--- src/rtl/sca_pkg.sv ---
// Shared widths, report structure and width helper functions of the strip
// cluster accumulator. No dependencies; every other file imports this package.
`default_nettype none

package sca_pkg;

    // Field widths, fixed by the transaction format.
    localparam int STRIP_NO_W  = 10;
    localparam int POS_W       = 16;
    localparam int PEAK_W      = 13;
    localparam int TOT_W       = 16;
    localparam int SIZE_W      = 5;
    localparam int PEAK_SUM_W  = 17;
    localparam int TOTAL_SUM_W = 20;
    localparam int CENT_W      = 20;
    localparam int FRAC_BITS   = 4;
    localparam int PROD_W      = PEAK_W + POS_W;

    // Largest value that the cluster_size field reports.
    localparam int SIZE_MAX = 31;

    // Defaults of the top level parameters.
    localparam int MAX_STRIPS_DEF    = 16;
    localparam int STRIP_NO_BITS_DEF = 10;

    // Number of snapshots held between the accumulator and the divider.
    localparam int QUEUE_DEPTH = 2;

    // Per-hit summary that does not need the divider.
    typedef struct packed {
        logic                          accepted;
        logic [SIZE_W-1:0]             cluster_size;
        logic signed [PEAK_W-1:0]      largest_peak;
        logic [STRIP_NO_W-1:0]         largest_strip;
        logic signed [PEAK_SUM_W-1:0]  peak_sum;
        logic signed [TOTAL_SUM_W-1:0] total_sum;
    } report_t;

    // Exact accumulator widths for a cluster of up to n strips.
    function automatic int peak_acc_w(input int n);
        return PEAK_W + $clog2(n);
    endfunction

    function automatic int total_acc_w(input int n);
        return TOT_W + $clog2(n);
    endfunction

    function automatic int wpos_acc_w(input int n);
        return PROD_W + $clog2(n);
    endfunction

endpackage

`default_nettype wire

--- src/rtl/strip_cluster_accumulator.sv ---
// Top level of the strip cluster accumulator: front end, snapshot queue and
// centroid divider. Depends on sca_pkg, sca_front, sca_queue and sca_divider.
//
// Usage. Each input transaction is one strip hit (new_cluster, strip_no,
// strip_pos, peak_adc, adc_total) on a valid/ready channel; each hit yields
// exactly one output transaction with the cluster summary after that hit.
// The front end decides acceptance and updates the running sums in the cycle
// the hit is taken, then writes a snapshot into a two-entry queue. The back
// end divides the weighted position sum (times 16) by the peak sum with a
// restoring divider that produces one quotient bit per cycle.
//
// With W = weighted sum width (29 + clog2(MAX_STRIPS)), a hit with a nonzero
// peak sum goes from the queue to the divider, which runs one restoring step
// per bit of the W + 4 bit dividend and then loads the output register; with
// a zero peak sum the division is skipped. The divider takes a new hit only
// when idle, the queue absorbing short bursts of up to two hits ahead of it.
//
// Reset clears the cluster (empty, all sums zero), the queue and out_valid, but
// not the output data registers. When the receiver holds out_ready low, the
// result stays in the output register, the divider finishes and waits, the
// queue fills, and then in_ready drops until the output moves again.
`default_nettype none

module strip_cluster_accumulator #(
    parameter int MAX_STRIPS    = sca_pkg::MAX_STRIPS_DEF,
    parameter int STRIP_NO_BITS = sca_pkg::STRIP_NO_BITS_DEF
) (
    input  logic                                   clk,
    input  logic                                   rst_n,
    input  logic                                   in_valid,
    output logic                                   in_ready,
    input  logic                                   new_cluster,
    input  logic [sca_pkg::STRIP_NO_W-1:0]         strip_no,
    input  logic signed [sca_pkg::POS_W-1:0]       strip_pos,
    input  logic signed [sca_pkg::PEAK_W-1:0]      peak_adc,
    input  logic signed [sca_pkg::TOT_W-1:0]       adc_total,
    output logic                                   out_valid,
    input  logic                                   out_ready,
    output logic                                   accepted,
    output logic [sca_pkg::SIZE_W-1:0]             cluster_size,
    output logic signed [sca_pkg::PEAK_W-1:0]      largest_peak,
    output logic [sca_pkg::STRIP_NO_W-1:0]         largest_strip,
    output logic signed [sca_pkg::PEAK_SUM_W-1:0]  peak_sum,
    output logic signed [sca_pkg::TOTAL_SUM_W-1:0] total_sum,
    output logic signed [sca_pkg::CENT_W-1:0]      centroid,
    output logic                                   centroid_valid
);
    import sca_pkg::*;

    localparam int PACC_W = peak_acc_w(MAX_STRIPS);
    localparam int WACC_W = wpos_acc_w(MAX_STRIPS);
    localparam int REP_W  = $bits(report_t);
    localparam int Q_W    = REP_W + PACC_W + WACC_W;

    logic                     push_valid;
    logic                     push_ready;
    report_t                  push_rep;
    logic signed [PACC_W-1:0] push_peak;
    logic signed [WACC_W-1:0] push_wpos;
    logic [Q_W-1:0]           push_data;

    logic                     pop_valid;
    logic                     pop_ready;
    logic [Q_W-1:0]           pop_data;
    report_t                  pop_rep;
    logic signed [PACC_W-1:0] pop_peak;
    logic signed [WACC_W-1:0] pop_wpos;

    // Accept and classify hits, keep the cluster sums.
    sca_front #(
        .MAX_STRIPS    (MAX_STRIPS),
        .STRIP_NO_BITS (STRIP_NO_BITS)
    ) u_front (
        .clk         (clk),
        .rst_n       (rst_n),
        .in_valid    (in_valid),
        .in_ready    (in_ready),
        .new_cluster (new_cluster),
        .strip_no    (strip_no),
        .strip_pos   (strip_pos),
        .peak_adc    (peak_adc),
        .adc_total   (adc_total),
        .push_valid  (push_valid),
        .push_ready  (push_ready),
        .push_rep    (push_rep),
        .push_peak   (push_peak),
        .push_wpos   (push_wpos)
    );

    // Snapshot layout in the queue: report on top, then peak sum, then weighted sum.
    assign push_data = {push_rep, push_peak, push_wpos};

    sca_queue #(
        .WIDTH (Q_W)
    ) u_queue (
        .clk        (clk),
        .rst_n      (rst_n),
        .push_valid (push_valid),
        .push_ready (push_ready),
        .push_data  (push_data),
        .pop_valid  (pop_valid),
        .pop_ready  (pop_ready),
        .pop_data   (pop_data)
    );

    assign pop_rep  = report_t'(pop_data[Q_W-1 -: REP_W]);
    assign pop_peak = pop_data[WACC_W +: PACC_W];
    assign pop_wpos = pop_data[WACC_W-1:0];

    // Centroid division and the output register.
    sca_divider #(
        .MAX_STRIPS (MAX_STRIPS)
    ) u_divider (
        .clk            (clk),
        .rst_n          (rst_n),
        .pop_valid      (pop_valid),
        .pop_ready      (pop_ready),
        .pop_rep        (pop_rep),
        .pop_peak       (pop_peak),
        .pop_wpos       (pop_wpos),
        .out_valid      (out_valid),
        .out_ready      (out_ready),
        .accepted       (accepted),
        .cluster_size   (cluster_size),
        .largest_peak   (largest_peak),
        .largest_strip  (largest_strip),
        .peak_sum       (peak_sum),
        .total_sum      (total_sum),
        .centroid       (centroid),
        .centroid_valid (centroid_valid)
    );

endmodule

`default_nettype wire

--- src/rtl/sca_front.sv ---
// Front end: accepts strip hits, decides whether each joins the cluster and
// keeps the running cluster sums. Depends on sca_pkg.
`default_nettype none

module sca_front #(
    parameter int MAX_STRIPS    = 16,
    parameter int STRIP_NO_BITS = 10
) (
    input  logic                                                  clk,
    input  logic                                                  rst_n,
    input  logic                                                  in_valid,
    output logic                                                  in_ready,
    input  logic                                                  new_cluster,
    input  logic [sca_pkg::STRIP_NO_W-1:0]                        strip_no,
    input  logic signed [sca_pkg::POS_W-1:0]                      strip_pos,
    input  logic signed [sca_pkg::PEAK_W-1:0]                     peak_adc,
    input  logic signed [sca_pkg::TOT_W-1:0]                      adc_total,
    output logic                                                  push_valid,
    input  logic                                                  push_ready,
    output sca_pkg::report_t                                      push_rep,
    output logic signed [sca_pkg::peak_acc_w(MAX_STRIPS)-1:0]     push_peak,
    output logic signed [sca_pkg::wpos_acc_w(MAX_STRIPS)-1:0]     push_wpos
);
    import sca_pkg::*;

    localparam int SNO_W      = (STRIP_NO_BITS < STRIP_NO_W) ? STRIP_NO_BITS : STRIP_NO_W;
    localparam int CNT_W      = $clog2(MAX_STRIPS + 1);
    localparam int PACC_W     = peak_acc_w(MAX_STRIPS);
    localparam int TACC_W     = total_acc_w(MAX_STRIPS);
    localparam int WACC_W     = wpos_acc_w(MAX_STRIPS);
    localparam int SZ_EXT_W   = (CNT_W > SIZE_W) ? CNT_W : SIZE_W;
    localparam int PS_EXT_W   = (PACC_W > PEAK_SUM_W) ? PACC_W : PEAK_SUM_W;
    localparam int TS_EXT_W   = (TACC_W > TOTAL_SUM_W) ? TACC_W : TOTAL_SUM_W;

    localparam logic signed [PS_EXT_W-1:0] PS_HI =
        PS_EXT_W'((64'sd1 <<< (PEAK_SUM_W - 1)) - 64'sd1);
    localparam logic signed [PS_EXT_W-1:0] PS_LO = -PS_HI - PS_EXT_W'(1);
    localparam logic signed [TS_EXT_W-1:0] TS_HI =
        TS_EXT_W'((64'sd1 <<< (TOTAL_SUM_W - 1)) - 64'sd1);
    localparam logic signed [TS_EXT_W-1:0] TS_LO = -TS_HI - TS_EXT_W'(1);

    logic [SNO_W-1:0]         first_reg, first_next, first_eff;
    logic [SNO_W-1:0]         last_reg, last_next, last_eff;
    logic [CNT_W-1:0]         cnt_reg, cnt_next, cnt_eff;
    logic signed [PEAK_W-1:0] max_reg, max_next, max_eff;
    logic [SNO_W-1:0]         max_strip_reg, max_strip_next, max_strip_eff;
    logic signed [PACC_W-1:0] peak_reg, peak_next, peak_eff;
    logic signed [TACC_W-1:0] total_reg, total_next, total_eff;
    logic signed [WACC_W-1:0] wpos_reg, wpos_next, wpos_eff;

    logic [SNO_W-1:0]           sno;
    logic [SNO_W:0]             first_p1, last_p1, sno_p1, sno_x;
    logic                       is_empty;
    logic                       has_room;
    logic                       adjacent;
    logic                       acc;
    logic signed [PROD_W-1:0]   prod;
    logic [SZ_EXT_W-1:0]        cnt_ext;
    logic signed [PS_EXT_W-1:0] ps_ext;
    logic signed [TS_EXT_W-1:0] ts_ext;
    logic                       push;

    assign in_ready   = push_ready;
    assign push_valid = in_valid;
    assign push       = in_valid & push_ready;

    assign sno = strip_no[SNO_W-1:0];

    // A new_cluster hit sees an empty cluster, exactly as after reset.
    always_comb
    begin
        if (new_cluster)
        begin
            first_eff     = '0;
            last_eff      = '0;
            cnt_eff       = '0;
            max_eff       = '0;
            max_strip_eff = '0;
            peak_eff      = '0;
            total_eff     = '0;
            wpos_eff      = '0;
        end
        else
        begin
            first_eff     = first_reg;
            last_eff      = last_reg;
            cnt_eff       = cnt_reg;
            max_eff       = max_reg;
            max_strip_eff = max_strip_reg;
            peak_eff      = peak_reg;
            total_eff     = total_reg;
            wpos_eff      = wpos_reg;
        end
    end

    // Neighbor test against the first and the most recent strip, without wrap.
    assign first_p1 = (SNO_W + 1)'(first_eff) + (SNO_W + 1)'(1);
    assign last_p1  = (SNO_W + 1)'(last_eff) + (SNO_W + 1)'(1);
    assign sno_p1   = (SNO_W + 1)'(sno) + (SNO_W + 1)'(1);
    assign sno_x    = (SNO_W + 1)'(sno);

    assign adjacent = (first_p1 == sno_x) || (sno_p1 == (SNO_W + 1)'(first_eff)) ||
                      (last_p1 == sno_x) || (sno_p1 == (SNO_W + 1)'(last_eff));
    assign is_empty = (cnt_eff == '0);
    assign has_room = (cnt_eff < CNT_W'(MAX_STRIPS));
    assign acc      = is_empty || (has_room && adjacent);

    assign prod = peak_adc * strip_pos;

    always_comb
    begin
        first_next     = first_eff;
        last_next      = last_eff;
        cnt_next       = cnt_eff;
        max_next       = max_eff;
        max_strip_next = max_strip_eff;
        peak_next      = peak_eff;
        total_next     = total_eff;
        wpos_next      = wpos_eff;
        if (acc)
        begin
            if (is_empty)
            begin
                first_next     = sno;
                max_next       = peak_adc;
                max_strip_next = sno;
            end
            else if (peak_adc > max_eff)
            begin
                max_next       = peak_adc;
                max_strip_next = sno;
            end
            last_next  = sno;
            cnt_next   = cnt_eff + CNT_W'(1);
            peak_next  = peak_eff + PACC_W'(peak_adc);
            total_next = total_eff + TACC_W'(adc_total);
            wpos_next  = wpos_eff + WACC_W'(prod);
        end
    end

    // Report fields, saturated to their transaction widths.
    assign cnt_ext = SZ_EXT_W'(cnt_next);
    assign ps_ext  = PS_EXT_W'(peak_next);
    assign ts_ext  = TS_EXT_W'(total_next);

    always_comb
    begin
        push_rep.accepted      = acc;
        push_rep.cluster_size  = (cnt_ext > SZ_EXT_W'(SIZE_MAX)) ? SIZE_W'(SIZE_MAX)
                                                                 : cnt_ext[SIZE_W-1:0];
        push_rep.largest_peak  = max_next;
        push_rep.largest_strip = STRIP_NO_W'(max_strip_next);
        if (ps_ext > PS_HI)
            push_rep.peak_sum = PS_HI[PEAK_SUM_W-1:0];
        else if (ps_ext < PS_LO)
            push_rep.peak_sum = PS_LO[PEAK_SUM_W-1:0];
        else
            push_rep.peak_sum = ps_ext[PEAK_SUM_W-1:0];
        if (ts_ext > TS_HI)
            push_rep.total_sum = TS_HI[TOTAL_SUM_W-1:0];
        else if (ts_ext < TS_LO)
            push_rep.total_sum = TS_LO[TOTAL_SUM_W-1:0];
        else
            push_rep.total_sum = ts_ext[TOTAL_SUM_W-1:0];
    end

    assign push_peak = peak_next;
    assign push_wpos = wpos_next;

    always_ff @(posedge clk or negedge rst_n)
    begin
        if (!rst_n)
        begin
            first_reg     <= '0;
            last_reg      <= '0;
            cnt_reg       <= '0;
            max_reg       <= '0;
            max_strip_reg <= '0;
            peak_reg      <= '0;
            total_reg     <= '0;
            wpos_reg      <= '0;
        end
        else if (push)
        begin
            first_reg     <= first_next;
            last_reg      <= last_next;
            cnt_reg       <= cnt_next;
            max_reg       <= max_next;
            max_strip_reg <= max_strip_next;
            peak_reg      <= peak_next;
            total_reg     <= total_next;
            wpos_reg      <= wpos_next;
        end
    end

    a_cnt_bounded: assert property (@(posedge clk) disable iff (!rst_n)
        cnt_reg <= CNT_W'(MAX_STRIPS))
        else $error("cluster strip count above its limit");

    a_new_cluster_accepts: assert property (@(posedge clk) disable iff (!rst_n)
        (push && new_cluster) |-> (acc && push_rep.cluster_size == SIZE_W'(1)))
        else $error("hit that opens a cluster was not taken as its only strip");

    a_accept_fills: assert property (@(posedge clk) disable iff (!rst_n)
        (push && acc) |=> (cnt_reg != '0))
        else $error("accepted hit left the cluster empty");

endmodule

`default_nettype wire

--- src/rtl/sca_queue.sv ---
// Small register FIFO that carries cluster snapshots from the front end to the
// divider. Depends on sca_pkg for its depth.
`default_nettype none

module sca_queue #(
    parameter int WIDTH = 8
) (
    input  logic             clk,
    input  logic             rst_n,
    input  logic             push_valid,
    output logic             push_ready,
    input  logic [WIDTH-1:0] push_data,
    output logic             pop_valid,
    input  logic             pop_ready,
    output logic [WIDTH-1:0] pop_data
);
    import sca_pkg::*;

    localparam int PTR_W = $clog2(QUEUE_DEPTH);
    localparam int CNT_W = $clog2(QUEUE_DEPTH + 1);

    logic [WIDTH-1:0] mem_reg [QUEUE_DEPTH];
    logic [PTR_W-1:0] wr_ptr_reg, wr_ptr_next;
    logic [PTR_W-1:0] rd_ptr_reg, rd_ptr_next;
    logic [CNT_W-1:0] cnt_reg, cnt_next;
    logic             push;
    logic             pop;

    assign push_ready = (cnt_reg != CNT_W'(QUEUE_DEPTH));
    assign pop_valid  = (cnt_reg != '0);
    assign pop_data   = mem_reg[rd_ptr_reg];
    assign push       = push_valid & push_ready;
    assign pop        = pop_valid & pop_ready;

    always_comb
    begin
        wr_ptr_next = wr_ptr_reg;
        rd_ptr_next = rd_ptr_reg;
        cnt_next    = cnt_reg;
        if (push)
            wr_ptr_next = (wr_ptr_reg == PTR_W'(QUEUE_DEPTH - 1)) ? '0
                                                                  : wr_ptr_reg + PTR_W'(1);
        if (pop)
            rd_ptr_next = (rd_ptr_reg == PTR_W'(QUEUE_DEPTH - 1)) ? '0
                                                                  : rd_ptr_reg + PTR_W'(1);
        if (push && !pop)
            cnt_next = cnt_reg + CNT_W'(1);
        else if (pop && !push)
            cnt_next = cnt_reg - CNT_W'(1);
    end

    always_ff @(posedge clk or negedge rst_n)
    begin
        if (!rst_n)
        begin
            wr_ptr_reg <= '0;
            rd_ptr_reg <= '0;
            cnt_reg    <= '0;
        end
        else
        begin
            wr_ptr_reg <= wr_ptr_next;
            rd_ptr_reg <= rd_ptr_next;
            cnt_reg    <= cnt_next;
        end
    end

    always_ff @(posedge clk)
    begin
        if (push)
            mem_reg[wr_ptr_reg] <= push_data;
    end

endmodule

`default_nettype wire

--- src/rtl/sca_divider.sv ---
// Back end: takes cluster snapshots from the queue, divides the weighted
// position sum by the peak sum one quotient bit per cycle and holds the result
// in the output register. Depends on sca_pkg.
`default_nettype none

module sca_divider #(
    parameter int MAX_STRIPS = 16
) (
    input  logic                                              clk,
    input  logic                                              rst_n,
    input  logic                                              pop_valid,
    output logic                                              pop_ready,
    input  sca_pkg::report_t                                  pop_rep,
    input  logic signed [sca_pkg::peak_acc_w(MAX_STRIPS)-1:0] pop_peak,
    input  logic signed [sca_pkg::wpos_acc_w(MAX_STRIPS)-1:0] pop_wpos,
    output logic                                              out_valid,
    input  logic                                              out_ready,
    output logic                                              accepted,
    output logic [sca_pkg::SIZE_W-1:0]                        cluster_size,
    output logic signed [sca_pkg::PEAK_W-1:0]                 largest_peak,
    output logic [sca_pkg::STRIP_NO_W-1:0]                    largest_strip,
    output logic signed [sca_pkg::PEAK_SUM_W-1:0]             peak_sum,
    output logic signed [sca_pkg::TOTAL_SUM_W-1:0]            total_sum,
    output logic signed [sca_pkg::CENT_W-1:0]                 centroid,
    output logic                                              centroid_valid
);
    import sca_pkg::*;

    localparam int DEN_W  = peak_acc_w(MAX_STRIPS);
    localparam int WACC_W = wpos_acc_w(MAX_STRIPS);
    localparam int NUM_W  = WACC_W + FRAC_BITS;
    localparam int STEP_W = $clog2(NUM_W + 1);

    localparam logic [NUM_W-1:0] POS_LIM = NUM_W'((64'd1 << (CENT_W - 1)) - 64'd1);
    localparam logic [NUM_W-1:0] NEG_LIM = POS_LIM + NUM_W'(1);

    typedef enum logic [2:0] {
        ST_IDLE = 3'b001,
        ST_DIV  = 3'b010,
        ST_DONE = 3'b100
    } state_t;

    state_t              state_reg, state_next;
    logic [STEP_W-1:0]   step_reg, step_next;
    logic [DEN_W-1:0]    rem_reg, rem_next;
    logic [NUM_W-1:0]    quo_reg, quo_next;
    logic [DEN_W-1:0]    den_reg, den_next;
    logic                neg_reg, neg_next;
    logic                cvalid_reg, cvalid_next;
    report_t             rep_reg, rep_next;
    logic                out_valid_reg, out_valid_next;

    logic [DEN_W-1:0]    peak_mag;
    logic [WACC_W-1:0]   wpos_mag;
    logic [DEN_W:0]      rem_shift;
    logic [DEN_W:0]      rem_diff;
    logic                rem_ge;
    logic [NUM_W-1:0]    quo_neg;
    logic signed [CENT_W-1:0] cent_val;
    logic                load_out;

    assign pop_ready = (state_reg == ST_IDLE);
    assign load_out  = (state_reg == ST_DONE) && (!out_valid_reg || out_ready);

    assign peak_mag = pop_peak[DEN_W-1] ? DEN_W'(-pop_peak) : DEN_W'(pop_peak);
    assign wpos_mag = pop_wpos[WACC_W-1] ? WACC_W'(-pop_wpos) : WACC_W'(pop_wpos);

    // One restoring step: shift in the next dividend bit, subtract if it fits.
    assign rem_shift = {rem_reg, quo_reg[NUM_W-1]};
    assign rem_diff  = rem_shift - {1'b0, den_reg};
    assign rem_ge    = (rem_shift >= {1'b0, den_reg});

    // Sign, truncation toward zero and saturation of the finished quotient.
    assign quo_neg = -quo_reg;
    always_comb
    begin
        if (!cvalid_reg)
            cent_val = '0;
        else if (neg_reg)
            cent_val = (quo_reg > NEG_LIM) ? NEG_LIM[CENT_W-1:0] ^ {1'b1, {(CENT_W-1){1'b0}}}
                                                ^ {1'b1, {(CENT_W-1){1'b0}}}
                                           : quo_neg[CENT_W-1:0];
        else
            cent_val = (quo_reg > POS_LIM) ? POS_LIM[CENT_W-1:0] : quo_reg[CENT_W-1:0];
    end

    always_comb
    begin
        state_next  = state_reg;
        step_next   = step_reg;
        rem_next    = rem_reg;
        quo_next    = quo_reg;
        den_next    = den_reg;
        neg_next    = neg_reg;
        cvalid_next = cvalid_reg;
        rep_next    = rep_reg;
        unique case (state_reg)
            ST_IDLE:
            begin
                if (pop_valid)
                begin
                    rep_next    = pop_rep;
                    den_next    = peak_mag;
                    quo_next    = {wpos_mag, {FRAC_BITS{1'b0}}};
                    rem_next    = '0;
                    neg_next    = pop_peak[DEN_W-1] ^ pop_wpos[WACC_W-1];
                    cvalid_next = (pop_peak != '0);
                    step_next   = STEP_W'(NUM_W);
                    state_next  = (pop_peak != '0) ? ST_DIV : ST_DONE;
                end
            end
            ST_DIV:
            begin
                rem_next  = rem_ge ? rem_diff[DEN_W-1:0] : rem_shift[DEN_W-1:0];
                quo_next  = {quo_reg[NUM_W-2:0], rem_ge};
                step_next = step_reg - STEP_W'(1);
                if (step_reg == STEP_W'(1))
                    state_next = ST_DONE;
            end
            ST_DONE:
            begin
                if (load_out)
                    state_next = ST_IDLE;
            end
            default:
            begin
                state_next = ST_IDLE;
            end
        endcase
    end

    always_comb
    begin
        out_valid_next = out_valid_reg;
        if (load_out)
            out_valid_next = 1'b1;
        else if (out_ready)
            out_valid_next = 1'b0;
    end

    always_ff @(posedge clk or negedge rst_n)
    begin
        if (!rst_n)
        begin
            state_reg     <= ST_IDLE;
            step_reg      <= '0;
            out_valid_reg <= 1'b0;
        end
        else
        begin
            state_reg     <= state_next;
            step_reg      <= step_next;
            out_valid_reg <= out_valid_next;
        end
    end

    always_ff @(posedge clk)
    begin
        rem_reg    <= rem_next;
        quo_reg    <= quo_next;
        den_reg    <= den_next;
        neg_reg    <= neg_next;
        cvalid_reg <= cvalid_next;
        rep_reg    <= rep_next;
        if (load_out)
        begin
            accepted       <= rep_reg.accepted;
            cluster_size   <= rep_reg.cluster_size;
            largest_peak   <= rep_reg.largest_peak;
            largest_strip  <= rep_reg.largest_strip;
            peak_sum       <= rep_reg.peak_sum;
            total_sum      <= rep_reg.total_sum;
            centroid       <= cent_val;
            centroid_valid <= cvalid_reg;
        end
    end

    assign out_valid = out_valid_reg;

    a_invalid_centroid_zero: assert property (@(posedge clk) disable iff (!rst_n)
        (out_valid && !centroid_valid) |-> (centroid == '0))
        else $error("centroid nonzero while marked invalid");

    a_div_steps_left: assert property (@(posedge clk) disable iff (!rst_n)
        (state_reg == ST_DIV) |-> (step_reg != '0))
        else $error("divider running with no steps left");

    a_done_waits: assert property (@(posedge clk) disable iff (!rst_n)
        (state_reg == ST_DONE && out_valid && !out_ready) |=> (state_reg == ST_DONE))
        else $error("finished result dropped while output stalled");

endmodule

`default_nettype wire
--- config.mk ---
export PLATFORM = sky130hd
export DESIGN_NAME = strip_cluster_accumulator
export DESIGN_NICKNAME = d
export VERILOG_FILES = /design/src/rtl/sca_pkg.sv /design/src/rtl/strip_cluster_accumulator.sv /design/src/rtl/sca_front.sv /design/src/rtl/sca_queue.sv /design/src/rtl/sca_divider.sv
export SDC_FILE = /design/constraint.sdc
export NUM_CORES = 2
export LEC_CHECK = 0
export BUFFER_PORTS_ARGS = -buffer_cell sky130_fd_sc_hd__buf_2
export CAP_MARGIN = 20
export CORE_UTILIZATION = 55
export DETAILED_ROUTE_END_ITERATION = 10
export PLACE_DENSITY = 0.72
export SLEW_MARGIN = 20
export SYNTH_ARGS = -nofsm -noshare
export SYNTH_HDL_FRONTEND = slang
export SYNTH_HIERARCHICAL = 1
export SYNTH_SLANG_ARGS = --single-unit
--- constraint.sdc ---
create_clock -name clk -period 10.65 [get_ports clk]
set_clock_uncertainty 0.1 [all_clocks]
set_input_delay 1.065 -clock clk [delete_from_list [all_inputs] [get_ports clk]]
set_output_delay 1.065 -clock clk [all_outputs]
set_load 0.02 [all_outputs]
==> Word-level counts from Yosys, hierarchy flattened <==
Memories as Yosys holds them, arrays and structs flattened.
Cells that the tools add are included.
{ "totals": {"regBits": 358, "ramBits": 232, "input_bits": 60, "out_inout_bits": 89, "elab_cells": 149, "memories": 1} }
{ "classes": {"n_addsub": 16, "multipliers": 1, "order_cmp": 10, "eq_ne": 12, "mux": 51, "bitwise": 3, "n_reduce_logical": 21} }
{ "memory_table": {"columns": ["name", "depth", "word_bits", "rd", "rd_clocked_by_memory_dff", "wr", "line_no", "rtl"], "rows": [
  ["u_queue.mem_reg", 2, 116, 1, 0, 1, "sca_queue.sv:22", "logic [WIDTH-1:0] mem_reg [QUEUE_DEPTH];"]
]} }
{ "op_table": {"columns": ["cell", "count"], "rows": [
  ["$mux 20", 7],
  ["$mux 17", 6],
  ["$mux 33", 3],
  ["$mux 10", 9],
  ["$pmux 37 s2", 1],
  ["$mux 13", 4],
  ["$eq 11x10->1", 4],
  ["$gt 37x19->1 const B", 1],
  ["$gt 37x20->1 const B", 1],
  ["$mux 37", 1],
  ["$pmux 17 s2", 1],
  ["$add 10x1->11 const B", 3],
  ["$add 33x29->33", 1],
  ["$neg 33->33", 1],
  ["$mul 13x16->29", 1],
  ["$add 20x16->20", 1],
  ["$gt 20x20->1 const B", 1],
  ["$lt 20x20->1 const B", 1],
  ["$neg 20->20", 1],
  ["$ge 18x17->1", 1],
  ["$add 17x13->17", 1],
  ["$gt 17x17->1 const B", 1],
  ["$lt 17x17->1 const B", 1],
  ["$neg 17->17", 1],
  ["33 further kinds", 61]
]} }

==> Longest topological paths before layout <==
{ "depth": {"ltp_word": 12, "ltp_mapped": 29, "mapped_depth_nobuf": 23} }

==> By module <==
Netlist, hierarchy kept.
{ "modules_own_cells": {"columns": ["mod", "instances", "cells_each", "area_per_inst_um2", "seq_area_each_um2"], "rows": [
  ["sca_front", 1, 2209, 19545.0, 2952.8],
  ["sca_divider", 1, 819, 10644.0, 7038.0],
  ["sca_queue", 1, 379, 8675.8, 7066.8]
]} }

==> Worst setup path before layout <==
Ideal clock, no wire load.
{ "synth_path": {"kind": "input -> register", "startpoint": "in new_cluster", "endpoint": "mem u_queue/mem_reg[0][31] (netlist bit) (data pin)", "setup_ns": 0.262, "t_arrival_ns": 7.980, "required_time_ns": 10.288, "path_slack_ns": 2.308, "stages": 27, "n_path_buf": 6, "path_cell_list": "clkbuf_1 -> buf_2 -> buf_1 -> clkbuf_1 -> clkbuf_1 -> clkbuf_1 -> nor2b_1 -> fa_1 -> inv_1 -> fa_1 -> inv_1 -> fa_1 -> fa_1 -> fa_1 -> inv_1 -> fa_1 -> inv_1 -> ha_1 -> a211oi_1 -> nand2_1 -> a311oi_1 -> o31ai_1 -> a211oi_1 -> o211ai_1 -> o211ai_1 -> xnor2_1 -> mux2_2"} }
{ "synth_between": {"elab_chain_len": 9, "elab_cells_between_ends": 19, "classes_between": "add/sub: 3; order compare: 1; eq/ne: 4; mux: 5; reduce/logical: 6"} }
{ "synth_lines": {"columns": ["item", "line_no", "rtl"], "rows": [
  ["from (decl)", "strip_cluster_accumulator.sv:32", "input logic new_cluster,"],
  ["$mux 10", "sca_front.sv:72", "if (new_cluster)"],
  ["$add 10x1->11", "sca_front.sv:97", "assign first_p1 = (SNO_W + 1)'(first_eff) + (SNO_W + 1)'(1);"],
  ["$eq 11x10->1", "sca_front.sv:102", "assign adjacent = (first_p1 == sno_x) || (sno_p1 == (SNO_W + 1)'(first_eff)) ||"],
  ["$logic_or 1x1->1 (2 in series)", "sca_front.sv:102", null],
  ["$logic_or 1x1->1", "sca_front.sv:103", "(last_p1 == sno_x) || (sno_p1 == (SNO_W + 1)'(last_eff));"],
  ["$logic_and 1x1->1", "sca_front.sv:106", "assign acc = is_empty || (has_room && adjacent);"],
  ["$logic_or 1x1->1", "sca_front.sv:106", null],
  ["$mux 33 *", "sca_front.sv:120", "if (acc)"],
  ["named net push_wpos[31]", "strip_cluster_accumulator.sv:59", "logic signed [WACC_W-1:0] push_wpos;"],
  ["to (decl)", "sca_queue.sv:22", null]
]} }
The timed path passes the listed nets; every way through them passes the cells marked *.

==> Worst setup path after layout <==
{ "layout_path": {"startpoint": "in peak_adc[1] (netlist bit)", "endpoint": "mem u_queue/mem_reg[1][30] (netlist bit) (data pin)"} }
{ "layout_between": {"elab_chain_len": 3} }
{ "layout_lines": {"columns": ["item", "line_no", "rtl"], "rows": [
  ["from (decl)", "strip_cluster_accumulator.sv:35", "input logic signed [sca_pkg::PEAK_W-1:0] peak_adc,"],
  ["$mul 13x16->29", "sca_front.sv:108", "assign prod = peak_adc * strip_pos;"],
  ["$add 33x29->33", "sca_front.sv:137", "wpos_next = wpos_eff + WACC_W'(prod);"],
  ["$mux 33", "sca_front.sv:120", null],
  ["named net push_wpos[30]", "strip_cluster_accumulator.sv:59", null]
]} }
The timed path passes the listed nets, and every way through them passes these cells.

==> results.md <==
- Outcome: finished clean
- Cts bufs inserted: 59
- Postcts setup bufs: 0
- Synth warn: 6
- Met1 Use GR: 35.00%
- Vias per cell: 5.630
- Die X: 267.8 um
- Clk slew on worst S/H paths: 0.07 ns
- Mapped Area: 38,860 sq um
- Req. time, crit path: 10.88 ns
- Setup Viol. Count Final: 0
- Post-synth EDFFs: 458
- Cells after synthesis: 3,407
- Max-cap viol count: 0
- Final number of hold-violating endpoints: 0
- Clock sink count: 590
- Root Buffer: clkbuf_16
- Actual slew at the worst max-slew pin: 1.049 ns
- CTS resizes: 0
- Initial antenna violation count: 2
- CTS tree: built
- Starting Density: 55.50%
- # hold bufs at CTS: 0
- Iteration-0 DRC Markers: 1,908
- Worst hold-check path type: in2async
- FP Rows: 97
- Critical path type: in2reg
- Global-route wire length before repair: 137,000 um
- M2 GR Usage: 38.68%
- Layout cells sized above 1: 13.78%
- Clk_lat worst skew: 0.65 ns
- Number of global-route vias before repair: 25,450
- Achievable frequency: 0.1279 GHz
- HPWL Detailed: 59,140 um
- Grt ovf: 0
- Slew Limit Fails: 0
- Synth cell types: 89
- Period utilization: 73.39%
- Htree depth: 2
- Core area: 70,030 sq um
- Drt drc: 0
- Commonest cells post-synth: 458 x edfxtp_1, 433 x inv_1, 315 x nand2_1
- Port bufs: 148
- Clock Path Buffers: 3
- Top-count cell post-synth: edfxtp_1
- Critical path peak fanout: 20
- Antenna fix cells: 0
- Chip height: 267.8 um
- Routability congestion estimate: 0.8692
- Post-synth ARST share: 22.37%
- GRT Total Usage: 24.18%
- Vias: 25,190
- Startpoint types: input pin
- First-pass detailed-route iteration total: 7
- Slew margin rel.: 29.87%
- Worst Setup End Kind: flop
- Met3 Resource Use GR: 3.198%
- Minimum clock period: 7.816 ns
- Max reg flops: 232
- Per-cell routed wire length: 18.88 um
- IO Pins: 149
- Seq cells post-synth: 590
- Fin util: 60.73%
- Layout area overhead: 9.426%
- RSZ-0062 raised after global routing: no
- Total wire length: 84,470 um
- Gr busiest metal: met2
- Sequential area share after synthesis: 43.89%
- Hold_ws: 0.3163 ns
- Yosys top cell by area: edfxtp_1
- Arr. time, crit path: 8.05 ns
- Nets: 3,968
- Primary FF master, synth: edfxtp_1
- Largest net degree at the start of global routing: 82
- Synthesized net count: 3,892
- Antenna Nets Post-Route: 0
- Synth top area share: 35.39%
- Die area: 71,730 sq um
- Setup TNS: 0 ns
- Main area contributors after synthesis: edfxtp_1 35%, fa_1 13%, dfrtp_1 8.4%
- Mapped Avg Cell Area: 11.41 sq um
==> critical path, cell delays in order <==
cell and delay, ns:
buf_2 0.41, and2_1 0.33, fa_1 0.51, inv_1 0.66, fa_1 0.53, inv_1 0.09
fa_1 0.43, fa_1 0.48, fa_1 0.56, inv_1 0.06, fa_1 0.52, inv_1 0.04
ha_1 0.35, a21o_1 0.18, a21o_1 0.17, a21o_1 0.19, a221oi_1 0.35, nand2_1 0.09
o221ai_1 0.34, o21ai_0 0.19, xnor2_1 0.18, mux2_2 0.29
==> cells by family (layout without fill, tap and decap cells) <==
group | count (synthesis) | count (layout) | share of synthesized area [%]
flops | 590 | 590 | 43.89
fa+ha+maj | 425 | 425 | 18.59
xor+xnor | 169 | 169 | 3.950
buf+inv | 589 | 716 | 6.014
mux | 211 | 211 | 6.291
compound gates | 522 | 522 | 9.404
simple gates | 901 | 901 | 11.86
==> cell type report <==
| cell class | instances | area, sq um |
|---|---|---|
| clock inverters | 37 | 603.1 |
| multi-input cells | 2228 | 19540 |
| repair buffers | 170 | 918.4 |
| fillers | 5600 | 27500 |
| clock buffers | 75 | 1597 |
| well taps | 940 | 1176 |
| flip-flops and latches | 590 | 17060 |
| inverters | 434 | 1632 |
==> worst paths after layout <==
kind,from,slack [ns],depth (start not counted),end
hold / removal,rst_n,0.32,1,u_front/first_reg[0]
min in group clk,u_divider/rep_reg[2],0.32,0,u_divider/total_sum[2]
setup reg to reg,u_front/wpos_reg[8],3.85,23,u_queue/mem_reg[1][30]
setup / recovery,peak_adc[1],2.83,22,u_queue/mem_reg[1][30]
max in group asynchronous,rst_n,8.65,2,u_front/wpos_reg[3]
hold reg to reg,u_divider/rep_reg[2],0.32,0,u_divider/total_sum[2]
==> through the flow <==
stage / instances / setup WS [ns] / instance area (sq um)
6_report: 4474 / 2.834 / 42530
5_1_grt: 4474 / 2.394 / 42530
4_1_cts: 4474 / 2.875 / 42520
3_5_place_dp: 4362 / 2.250 / 40320
3_3_place_gp: 4362 / 2.415 / 40320
2_1_floorplan: 3407 / 2.308 / 38860
==> routing by layer <==
layer,up-vias,routed length [um]
li1,11930,-
met1,12530,39280
met2,624,39160
met3,109,4365
met4,0,1674
met5,-,0
==> cells in the final DEF (no fill, tap or decap), drive strengths merged, types with 13 or more instances in the layout <==
cell,netlist,final
a211oi,17,17
a21o,26,26
a21oi,114,114
a22o,83,83
a31oi,14,14
and2,126,126
and3,26,26
buf,50,170
bufinv,0,14
clkbuf,105,75
clkinv,0,14
dfrtp,131,131
edfxtp,458,458
fa,254,254
ha,171,171
inv,434,438
mux2,176,176
mux2i,35,35
nand2,316,316
nand2b,19,19
nand3,40,40
nand4,31,31
nor2,124,124
nor2b,93,93
nor3,31,31
nor4,19,19
o21a,21,21
o21ai,98,98
o31ai,20,20
o32ai,13,13
or3,19,19
xnor2,107,107
xor2,58,58
Power is not shown: default switching activity piles up to over one toggle a cycle in this logic, so the estimate is an artifact.
